## config.mk

```make
export PLATFORM = sky130hd
export DESIGN_NAME = spvg_cordic_cell
export DESIGN_NICKNAME = d
export VERILOG_FILES = /design/src/rtl/spvg_pkg.sv /design/src/rtl/spvg_cordic_cell.sv
export SDC_FILE = /design/constraint.sdc
export NUM_CORES = 1
export LEC_CHECK = 0
export BUFFER_PORTS_ARGS = -buffer_cell sky130_fd_sc_hd__buf_2
export CAP_MARGIN = 15
export CORE_MARGIN = 2
export CORE_UTILIZATION = 56
export CTS_BUF_LIST = sky130_fd_sc_hd__clkbuf_8
export CTS_CLUSTER_SIZE = 24
export DETAILED_ROUTE_END_ITERATION = 12
export HOLD_SLACK_MARGIN = 0.1
export MAX_ROUTING_LAYER = met4
export PLACE_DENSITY_LB_ADDON = 0.2
export SLEW_MARGIN = 20
export SYNTH_ARGS = -nofsm -noshare
export SYNTH_HDL_FRONTEND = slang
export SYNTH_SLANG_ARGS = --single-unit
```

## constraint.sdc

```tcl
create_clock -name clock -period 3.95 [get_ports clock]
set_input_delay 0.5925 -clock clock [delete_from_list [all_inputs] [get_ports clock]]
set_output_delay 0.5925 -clock clock [all_outputs]
set_load 0.03 [all_outputs]
```

## src/rtl/spvg_pkg.sv

```systemverilog
// Shared constants and the arctangent table for the star polygon vertex generator.
// No dependencies.
`default_nettype none

package spvg_pkg;

   // default build values
   localparam int MAX_POINTS_DEF   = 32;
   localparam int FRAC_BITS_DEF    = 4;
   localparam int CORDIC_STEPS_DEF = 16;

   // fixed field widths
   localparam int COORD_W   = 16;
   localparam int OUT_W     = 22;
   localparam int COUNT_W   = 6;
   localparam int PCT_W     = 7;
   localparam int ANGLE_W   = 32;
   localparam int GUARD_BITS = 8;
   localparam int ATAN_LEN  = 24;

   // 1/K in Q24
   localparam int INV_GAIN_Q24 = 10188014;
   localparam int PCT_DIV      = 100;
   localparam int PCT_MAX      = 100;

   // ceil(2^34 / 100), exact floor divide by 100 for values below 2^27
   localparam int RECIP_100   = 171798692;
   localparam int RECIP_SHIFT = 34;
   localparam int RECIP_W     = 28;

   // csr register indexes
   localparam logic CSR_VERTEX_COUNT = 1'b0;
   localparam logic CSR_INNER_RATIO  = 1'b1;

   // arctangent of 2^-s in 2^-32 turn units
   function automatic logic [ANGLE_W-1:0] atan_turn(input int s);
      logic [ANGLE_W-1:0] r;
      r = '0;
      case (s)
         0:  r = 32'h20000000;
         1:  r = 32'h12E4051E;
         2:  r = 32'h09FB385B;
         3:  r = 32'h051111D4;
         4:  r = 32'h028B0D43;
         5:  r = 32'h0145D7E1;
         6:  r = 32'h00A2F61E;
         7:  r = 32'h00517C55;
         8:  r = 32'h0028BE53;
         9:  r = 32'h00145F2F;
         10: r = 32'h000A2F98;
         11: r = 32'h000517CC;
         12: r = 32'h00028BE6;
         13: r = 32'h000145F3;
         14: r = 32'h0000A2FA;
         15: r = 32'h0000517D;
         16: r = 32'h000028BE;
         17: r = 32'h0000145F;
         18: r = 32'h00000A30;
         19: r = 32'h00000518;
         20: r = 32'h0000028C;
         21: r = 32'h00000146;
         22: r = 32'h000000A3;
         23: r = 32'h00000051;
         default: r = '0;
      endcase
      return r;
   endfunction

endpackage

`default_nettype wire

```

## src/rtl/spvg_cordic_cell.sv

```systemverilog
// One rotation-mode CORDIC iteration with registered outputs.
// Depends on spvg_pkg for the arctangent table.
`default_nettype none

module spvg_cordic_cell import spvg_pkg::*; #(
   parameter int W     = 32,
   parameter int STAGE = 0
) (
   input  wire logic                      clock,
   input  wire logic                      reset,
   input  wire logic                      in_valid,
   input  wire logic signed [W-1:0]       in_x,
   input  wire logic signed [W-1:0]       in_y,
   input  wire logic signed [ANGLE_W-1:0] in_z,
   output logic                           out_valid_ff,
   output logic signed [W-1:0]            out_x_ff,
   output logic signed [W-1:0]            out_y_ff,
   output logic signed [ANGLE_W-1:0]      out_z_ff
);

   localparam logic [ANGLE_W-1:0] ATAN = atan_turn(STAGE);

   logic signed [W-1:0]       sx, sy;
   logic signed [W-1:0]       out_x_in, out_y_in;
   logic signed [ANGLE_W-1:0] out_z_in;

   // one micro-rotation, direction from sign of residual angle
   always_comb begin
      sx = in_y >>> STAGE;
      sy = in_x >>> STAGE;
      if (!in_z[ANGLE_W-1]) begin
         out_x_in = in_x - sx;
         out_y_in = in_y + sy;
         out_z_in = in_z - $signed(ATAN);
      end else begin
         out_x_in = in_x + sx;
         out_y_in = in_y - sy;
         out_z_in = in_z + $signed(ATAN);
      end
   end

   always_ff @(posedge clock) begin
      if (reset) begin
         out_valid_ff <= 1'b0;
      end else begin
         out_valid_ff <= in_valid;
      end
      out_x_ff <= out_x_in;
      out_y_ff <= out_y_in;
      out_z_ff <= out_z_in;
   end

endmodule

`default_nettype wire

```

==> metrics.txt, run 1 <==
Fillers=1234; post-synth top area share=25.7%; Max Root-Sink Buffers=2; CP max-delay cell=o311ai_1; num rows=42; max-cap check violation count=0; P&R area growth vs syn=17.9%; n_diodes=0; drt initial violations=535; hold buffers post-CTS=0; most used cell, CP=o311ai_1; worst min path class=in -> reg; Fin Setup TNS=0 ps; grt ovf=0; met3 usage=6.51%; Post-CTS Setup Inserts=0; core area=13100 um2; critical path startpoint category=input port; mapped cell area=7470 um2; Initial Util=56.9%; Die Wd=119 um; Post-CTS Resized=0; predominant post-synthesis flop cell=dfxtp_1; vias in the first global route=6807; hold path start=in_z[24]; status=completed; Via density=5.70; Critical path buffers and inverters=1; Yosys cell types=67; CP startpoint=in_x[0]; fin util=67.0%; asr flop ratio synth=0%; Worst-path clk slew=110 ps; final hold violation count=0; Req. time, crit path=4230 ps; CP peak stage delay=420 ps; drt pass-1 iters=5; GRT met1 Usage=40.5%; Rel. slew slack=52.9%; wire per inst=17.7 um; register area share after synthesis=25.7%; gr busiest metal=met2; area leader, netlist=dfxtp_1; synth warn=0; Synth Register Bits=96; crit-path leading delay family=compound AO/OA/AOI/OAI gates; Antenna Nets Post-Route=0; WS Path Type=in -> reg; via count=7484; CTS tree=built; number of setup violations in the final report=0; Post-synth EDFFs=0; syn nets=1154; Peak supply drop=0.000269 V; Power Density=387 nW/um2; drc violations=0; Final Routed Wirelength=23200 um; final net count=1337; gr usage total=32.5%; Final Cycle Share=84.2%; Die ar.=14300 um2; I/O Buffers=195; TritonCTS Sinks=96; Chip Height=119 um; root buffer cell=clkbuf_8; CTS Buf Count=9; FMAX=301 MHz; Avg Inst Size Synth=7.86 um2; CP endpoint kind=flip-flop; global-route wire length before repair=35700 um; initial antenna violation count=1; fin crit period=3320 ps; actual slew at the worst max-slew pin=700 ps; maximum number of pins on one net before global-route repair=49; Worst Path Max Fanout=4; Post-DP HPWL=18700 um; RSZ-0062 raised after global routing=false; H-tree Lvls=3; CP arrival=3600 ps; M2 GR Usage=53.2%; Boundary Pins=196; layout cell share with drive strength beyond 1=21.9%; largest cells by area after synthesis=dfxtp_1 26%, ha_1 17%, a21oi_1 8.1%, xnor2_1 6.6%, nor2_1 4.8%; crit-path cells=buf_2 > ha_1 > fa_1 > nor2b_1 > o311ai_1 > a211oi_1 > a21oi_1 > nor2_1 > a211o_1 > a2111oi_2 > o311ai_1 > xnor2_1; cell count after synthesis=950; Leak=4.29 nW; fin. max-slew vios=0; Placer Congestion=1.01
path summary, 6_finish.rpt:
kind	depth (start not counted)	slack [ps]	end
hold / removal	1	300	out_z_ff[24]
setup / recovery	12	630	out_y_ff[30]
synthesized netlist by cell type, types with 8 or more instances:
cell,instances
nor2_1,95
a211oi_1,12
ha_1,102
o21bai_1,17
a21oi_1,121
nor2b_1,13
nor3_1,21
mux2i_1,10
o31ai_1,9
nand4_1,12
xnor2_1,56
o21ai_0,58
a21o_1,21
inv_1,91
nor4_1,8
clkbuf_1,19
o211ai_1,8
nand2_1,41
buf_2,11
nand3_1,13
dfxtp_1,96
cell type report:
cell class / count / area (um2) / area share [%]
repair buffers: 214 / 1120 / 12.7
inverters: 97 / 364 / 4.13
multi-input cells: 715 / 4990 / 56.7
flip-flops and latches: 96 / 1920 / 21.8
clock inverters: 6 / 68.8 / 0.781
well taps: 176 / 220 / 2.50
clock buffers: 9 / 124 / 1.41
through the flow:
| step | std cells | hold slack, ps | total power [mW] | instance area (um2) | setup WS (ps) |
|---|---|---|---|---|---|
| 6_report | 1313 | 303 | 3.41 | 8810 | 626 |
| 5_1_grt | 1313 | 284 | 3.57 | 8810 | 421 |
| 4_1_cts | 1313 | 294 | 3.40 | 8810 | 704 |
| 3_5_place_dp | 1298 | 696 | 2.74 | 8610 | 320 |
| 3_3_place_gp | 1298 | 695 | 2.73 | 8610 | 328 |
| 2_1_floorplan | 950 | 620 | 2.26 | 7470 | 883 |
cells by family (layout without fill, tap and decap cells):
group	Yosys count	in the layout	share of synthesized area, %
AOI/OAI and AO/OA	306	306	25.7
xor gates and xnor gates	62	62	7.27
adders and majority gates	105	105	17.9
buffers and inverters	139	326	7.47
DFF	96	96	25.7
muxes	11	11	1.49
and+or+nand+nor	231	231	14.4
power by group:
group / switching, mW / internal (mW)
Combinational: 1.04 / 0.512
Sequential: 0.0494 / 1.14
Clock: 0.374 / 0.294
state kept, by name, summed over array words and instances (netlist names):
register      count
out_x_ff         31
out_z_ff         32
out_y_ff         32
out_valid_ff      1
layout by cell type, fill, tap and decap left out, types with 3 or more instances in the layout:
cell type	Yosys	layout
buf_2	11	195
or2_2	5	5
a21o_1	21	21
xnor2_1	56	56
nor4_1	8	8
nor3_1	21	21
a2111oi_0	4	4
buf_4	4	19
o22ai_1	4	4
o21ai_0	58	58
a211oi_1	12	12
xor2_1	6	6
nor2b_1	13	13
o21bai_1	17	17
or3_1	6	6
o21a_1	6	6
ha_1	102	102
o211ai_1	8	8
a31oi_1	5	5
inv_1	91	92
a21oi_1	121	121
clkbuf_8	0	9
clkinv_1	5	5
a21boi_0	4	4
mux2i_1	10	10
fa_1	3	3
dfxtp_1	96	96
a211o_1	5	5
nand2_1	41	41
nand3_1	13	13
nor3b_1	3	3
o31a_1	4	4
o31ai_1	9	9
nor2_1	95	95
nand2b_1	4	4
a31o_2	3	3
nand4_1	12	12
per-layer routing:
| layer | share of wire (%) | wire length, um |
|---|---|---|
| met5 | 0 | 0 |
| met4 | 3.0 | 701 |
| met3 | 8.6 | 1990 |
| met2 | 46 | 10700 |
| met1 | 42 | 9810 |
Power figures use the tool's default switching activity.
==> run 2, diff against run 1 <==
--- a/config.mk
+++ b/config.mk
@@ -5,10 +5,11 @@
 export SDC_FILE = /design/constraint.sdc
 export NUM_CORES = 1
 export LEC_CHECK = 0
+export ABC_AREA = 1
 export BUFFER_PORTS_ARGS = -buffer_cell sky130_fd_sc_hd__buf_2
 export CAP_MARGIN = 15
 export CORE_MARGIN = 2
-export CORE_UTILIZATION = 56
+export CORE_UTILIZATION = 57
 export CTS_BUF_LIST = sky130_fd_sc_hd__clkbuf_8
 export CTS_CLUSTER_SIZE = 24
 export DETAILED_ROUTE_END_ITERATION = 12
==> constraint.sdc (replaced) <==
create_clock -name clock -period 3.3 [get_ports clock]
set_input_delay 0.495 -clock clock [delete_from_list [all_inputs] [get_ports clock]]
set_output_delay 0.495 -clock clock [all_outputs]
set_load 0.03 [all_outputs]
==> metrics.txt, run 2 <==
area leader, netlist=nand2_1; status=completed; Chip Height=133 um (+12%); Post-CTS Resized=0 (unchanged); max-cap check violation count=0 (unchanged); initial antenna violation count=0 (-1); n_diodes=0 (unchanged); Leak=6.67 nW (+55%); Avg Inst Size Synth=5.70 um2 (-28%); most common cell after layout, fill and taps aside=nand2_1; fin. max-slew vios=0 (unchanged); Final Routed Wirelength=31200 um (+35%); Via density=5.20 (-8.8%); Initial Util=57.8% (+0.98 points); root buffer cell=clkbuf_8; largest cells by area after synthesis=nand2_1 24%, dfxtp_1 20%, inv_1 14%, ha_1 13%, nand3_1 8.4%; core area=16500 um2 (+25%); num rows=47 (+12%); Req. time, crit path=3600 ps (-630 ps); Post-DP HPWL=25900 um (+38%); drc violations=0 (unchanged); Critical Path End=out_y_ff[12]; Post-synth top cells=616 x nand2_1, 346 x inv_1, 160 x nand3_1; drt initial violations=955 (+79%); Post-CTS Setup Inserts=0 (unchanged); Antenna Nets Post-Route=0 (unchanged); vias in the first global route=9617 (+41%); CP arrival=2500 ps (-1100 ps); worst min path class=in -> reg; asr flop ratio synth=0% (unchanged); setup ws final=1100 ps (+479 ps); syn nets=1876 (+63%); worst hold slack=171 ps (-132 ps); fin crit period=2200 ps; gr usage total=35.6% (+3.1 points); layout cell share with drive strength beyond 1=12.3% (-9.6 points); RSZ-0062 raised after global routing=false; Post-synth EDFFs=0 (unchanged); actual slew at the worst max-slew pin=763 ps (+62.2 ps); critical path startpoint category=input port; Final Cycle Share=66.5%; CP endpoint kind=flip-flop; wire per inst=15.1 um (-14%); synth warn=0 (unchanged); Placer Congestion=1.02 (+1.1%); Worst-path clk slew=130 ps (+20 ps); Worst Path Max Fanout=4 (unchanged); register area share after synthesis=20.2% (-5.5 points); cell count after synthesis=1672 (+76%); post-synth top area share=24.3% (-1.5 points); Synth Register Bits=96 (unchanged); Boundary Pins=196 (unchanged); number of setup violations in the final report=0 (unchanged); Yosys cell types=35 (-48%); FMAX=456 MHz; predominant post-synthesis flop cell=dfxtp_1; Fin Setup TNS=0 ps (unchanged); grt ovf=0 (unchanged); hold buffers post-CTS=0 (unchanged); most frequent cells in the layout=616 x nand2_1, 347 x inv_1, 195 x buf_2; Power Density=382 nW/um2 (-1.2%); Die Wd=133 um (+12%); Place WS=712 ps (+392 ps); Design Power=4.09 mW (+20%); Peak supply drop=0.000214 V (-20%); Rel. slew slack=49.2% (-3.7 points); P&R area growth vs syn=12.4%; global-route wire length before repair=48100 um (+35%); H-tree Lvls=3 (unchanged); CTS Buf Count=9 (unchanged); final hold violation count=0 (unchanged); CP startpoint=in_x[1]; WS Path Type=in -> reg; I/O Buffers=195 (unchanged); biggest regs=out_y_ff (32), out_z_ff (32), out_x_ff (31); mapped cell area=9520 um2 (+28%); drt pass-1 iters=6 (+1); maximum number of pins on one net before global-route repair=64 (+31%); via count=10700 (+43%); TritonCTS Sinks=96 (unchanged); most common cell in the netlist=nand2_1; final net count=2043 (+53%); Max Root-Sink Buffers=2 (unchanged); Die ar.=17800 um2 (+24%); CTS tree=built
run 2: final cells by class:
| cell class | count | area [um2] |
|---|---|---|
| multi-input cells | 1187 | 6040 |
| inverters | 348 | 1310 |
| fillers | 1662 | 5760 |
| clock buffers | 10 | 138 |
| flip-flops and latches | 96 | 1920 |
| well taps | 220 | 275 |
| clock inverters | 5 | 33.8 |
| repair buffers | 197 | 991 |
run 2: layer usage:
metal / wire length [um] / GRT usage [%]
met1: 13700 / 46.4
met2: 13800 / 56.1
met3: 2680 / 5.14
met4: 1040 / 13.2
met5: 0 / -
run 2: critical path, cell delays in order:
cell and delay [ps]:
buf_2 130, inv_1 80, ha_1 320, inv_1 80, o21bai_1 340, nand2_1 130
nand2_1 290, nand2_1 80, nand3_1 180, xor2_1 90, o21ai_0 280
run 2: worst min path at each step:
stage,slack (ps),depth (start not counted),endpoint,startpoint
after floorplan,520,0,out_z_ff[0],in_z[0]
after global placement,600,1,out_z_ff[19],in_z[19]
after detailed placement,600,1,out_z_ff[25],in_z[25]
after CTS,170,1,out_z_ff[26],in_z[26]
after global routing,180,1,out_z_ff[26],in_z[26]
final,170,1,out_z_ff[26],in_z[26]
run 2: kinds of logic after synthesis:
kind of cell / after synthesis / synth area share, %
adder cells (fa/ha/maj): 105 / 14.0
flip-flops: 96 / 20.2
AO/OA/AOI/OAI: 133 / 7.50
AND/OR/NAND/NOR: 929 / 40.1
XOR/XNOR: 20 / 1.84
buffers and inverters: 389 / 16.4
run 2: power by group:
group	switching, mW	total [mW]	internal (mW)
logic	1.38	1.93	0.557
registers	0.0512	1.37	1.32
clock network	0.497	0.789	0.292
run 2: through the flow:
step	utilization (%)	cells	area [um2]
floorplan	-	1672	9520
global placement	64.0	2048	10500
detailed placement	64.0	2048	10500
CTS	65.0	2063	10700
global route	65.0	2063	10700
finish	65.0	2063	10700
==> run 3, diff against run 2 <==
--- a/config.mk
+++ b/config.mk
@@ -5,11 +5,11 @@
 export SDC_FILE = /design/constraint.sdc
 export NUM_CORES = 1
 export LEC_CHECK = 0
-export ABC_AREA = 1
+export ABC_AREA = 0
 export BUFFER_PORTS_ARGS = -buffer_cell sky130_fd_sc_hd__buf_2
 export CAP_MARGIN = 15
 export CORE_MARGIN = 2
-export CORE_UTILIZATION = 57
+export CORE_UTILIZATION = 50
 export CTS_BUF_LIST = sky130_fd_sc_hd__clkbuf_8
 export CTS_CLUSTER_SIZE = 24
 export DETAILED_ROUTE_END_ITERATION = 12
==> constraint.sdc (replaced) <==
create_clock -name clock -period 1.8 [get_ports clock]
set_input_delay 0.27 -clock clock [delete_from_list [all_inputs] [get_ports clock]]
set_output_delay 0.27 -clock clock [all_outputs]
set_load 0.03 [all_outputs]
==> metrics.txt, run 3 (synthesis gave the netlist of run 1 again) <==
status=complete, but fails checks; core area=14600 um2 (-11%); max-cap check violation count=0 (unchanged); initial antenna violation count=0 (unchanged); P&R area growth vs syn=80.5%; number of setup violations in the final report=54 (+54); Post-DP HPWL=22500 um (-13%); Placer Congestion=1.03 (+1.6%); gr usage total=43.3% (+7.7 points); Final Routed Wirelength=39600 um (+27%); Req. time, crit path=2040 ps (-1560 ps); drc violations=0 (unchanged); via count=10700 (-0.019%); Rel. slew slack=41.7% (-7.5 points); layout cell share with drive strength beyond 1=52.0% (+40 points); I/O Buffers=195 (unchanged); WS Path Type=in -> reg; Worst-path clk slew=110 ps (-20 ps); fin. max-slew vios=0 (unchanged); Die ar.=15900 um2 (-10%); actual slew at the worst max-slew pin=869 ps (+106 ps); worst min path class=in -> reg; Boundary Pins=196 (unchanged); vias in the first global route=10000 (+4.3%); most common cell after layout, fill and taps aside=buf_4; Fin Setup TNS=-38110 ps (-38110 ps); setup ws final=-1070 ps (-2170 ps); Peak supply drop=0.000533 V (+150%); Max Root-Sink Buffers=2 (unchanged); final net count=1722 (-16%); design area=13500 um2 (+26%); final hold violation count=0 (unchanged); num rows=44 (-6.4%); H-tree Lvls=3 (unchanged); TritonCTS Sinks=96 (unchanged); root buffer cell=clkbuf_8; RSZ-0062 raised after global routing=true; post-placement cell area=11300 um2 (+7.4%); maximum number of pins on one net before global-route repair=58 (-9.4%); Via density=6.28 (+21%); wire per inst=23.2 um (+53%); Power Density=728 nW/um2 (+90%); drt pass-1 iters=6 (unchanged); Die Wd=126 um (-5.3%); CP endpoint kind=flip-flop; CP arrival=3110 ps (+610 ps); FMAX=349 MHz; Design Power=9.82 mW (+140%); n_diodes=0 (unchanged); CTS Buf Count=9 (unchanged); Antenna Nets Post-Route=0 (unchanged); failing checks=setup timing; Chip Height=126 um (-5.3%); critical path startpoint category=input port; Final Cycle Share=159%; Initial Util=51.2% (-6.6 points); fin crit period=2870 ps; global-route wire length before repair=53200 um (+11%); drt initial violations=1523 (+59%); Worst Path Max Fanout=6 (+2); biggest regs=out_y_ff (32), out_z_ff (32), out_x_ff (31); grt ovf=0 (unchanged); most frequent cells in the layout=330 x buf_4, 179 x buf_2, 96 x dfxtp_1; CTS tree=built; Leak=6.48 nW (-2.8%)
-- run 3: cell types whose count changed in the layout (fill, tap and decap cells not counted), moves of 46 or more --
cell / before / now
nand3_1: 160 / 12
buf_6: 0 / 47
inv_1: 347 / 77
buf_4: 2 / 330
xnor2_1: 1 / 47
nand2_1: 616 / 32
-- run 3: report_power, final --
group          switching, mW  internal, mW  leakage (nW)
combinational           3.21          2.30          5.57
clock                  0.973         0.671        0.0999
sequential             0.147          2.51         0.810
total                   4.33          5.48          6.48
-- run 3: what timing repair did --
action | 4_1_cts | 5_1_grt
setup buffers | 41 | 25
pin swaps | 108 | 75
gates resized for setup | 182 | 105
setup endpoints to repair | 51 | 54
hold endpoints to repair | 31 | 0
hold buffers | 32 | 0
-- run 3: metal layers --
layer / track usage [%] / wire [um]
met2: 75.6 / 18100
met5: - / 0
met3: 8.45 / 4510
met1: 47.6 / 13300
met4: 19.8 / 3690
-- run 3: area by class of cell --
cell class,instances,area (um2)
flip-flops and latches,96,1920
inverters,97,407
clock inverters,7,85.1
multi-input cells,715,6310
fillers,555,1100
clock buffers,9,124
well taps,184,230
repair buffers,599,4410
-- run 3: worst paths after layout --
path	startpoint	endpoint	slack (ps)	cells past startpoint
setup / recovery	in_x[3]	out_y_ff[31]	-1070	14
hold / removal	in_z[30]	out_z_ff[30]	190	2
-- run 3: worst max-delay path, cell delays in order --
cell	delay, ps
buf_8	90
inv_4	30
ha_4	260
buf_6	130
o21a_1	430
o31ai_4	200
a211oi_4	420
nor3_2	90
o311ai_1	300
buf_4	210
a31oi_4	170
nand4_1	210
o311ai_4	120
xnor2_1	170
-- run 3: stage by stage --
stage | cells | setup slack [ps] | utilization [%] | hold slack (ps)
floorplan | 950 | -818 | - | 298
global placement | 1608 | -1100 | 77.6 | 372
detailed placement | 1608 | -1160 | 77.6 | 374
CTS | 1689 | -580 | 88.0 | 136
global route | 1707 | -1060 | 92.4 | 187
finish | 1707 | -1070 | 92.4 | 187
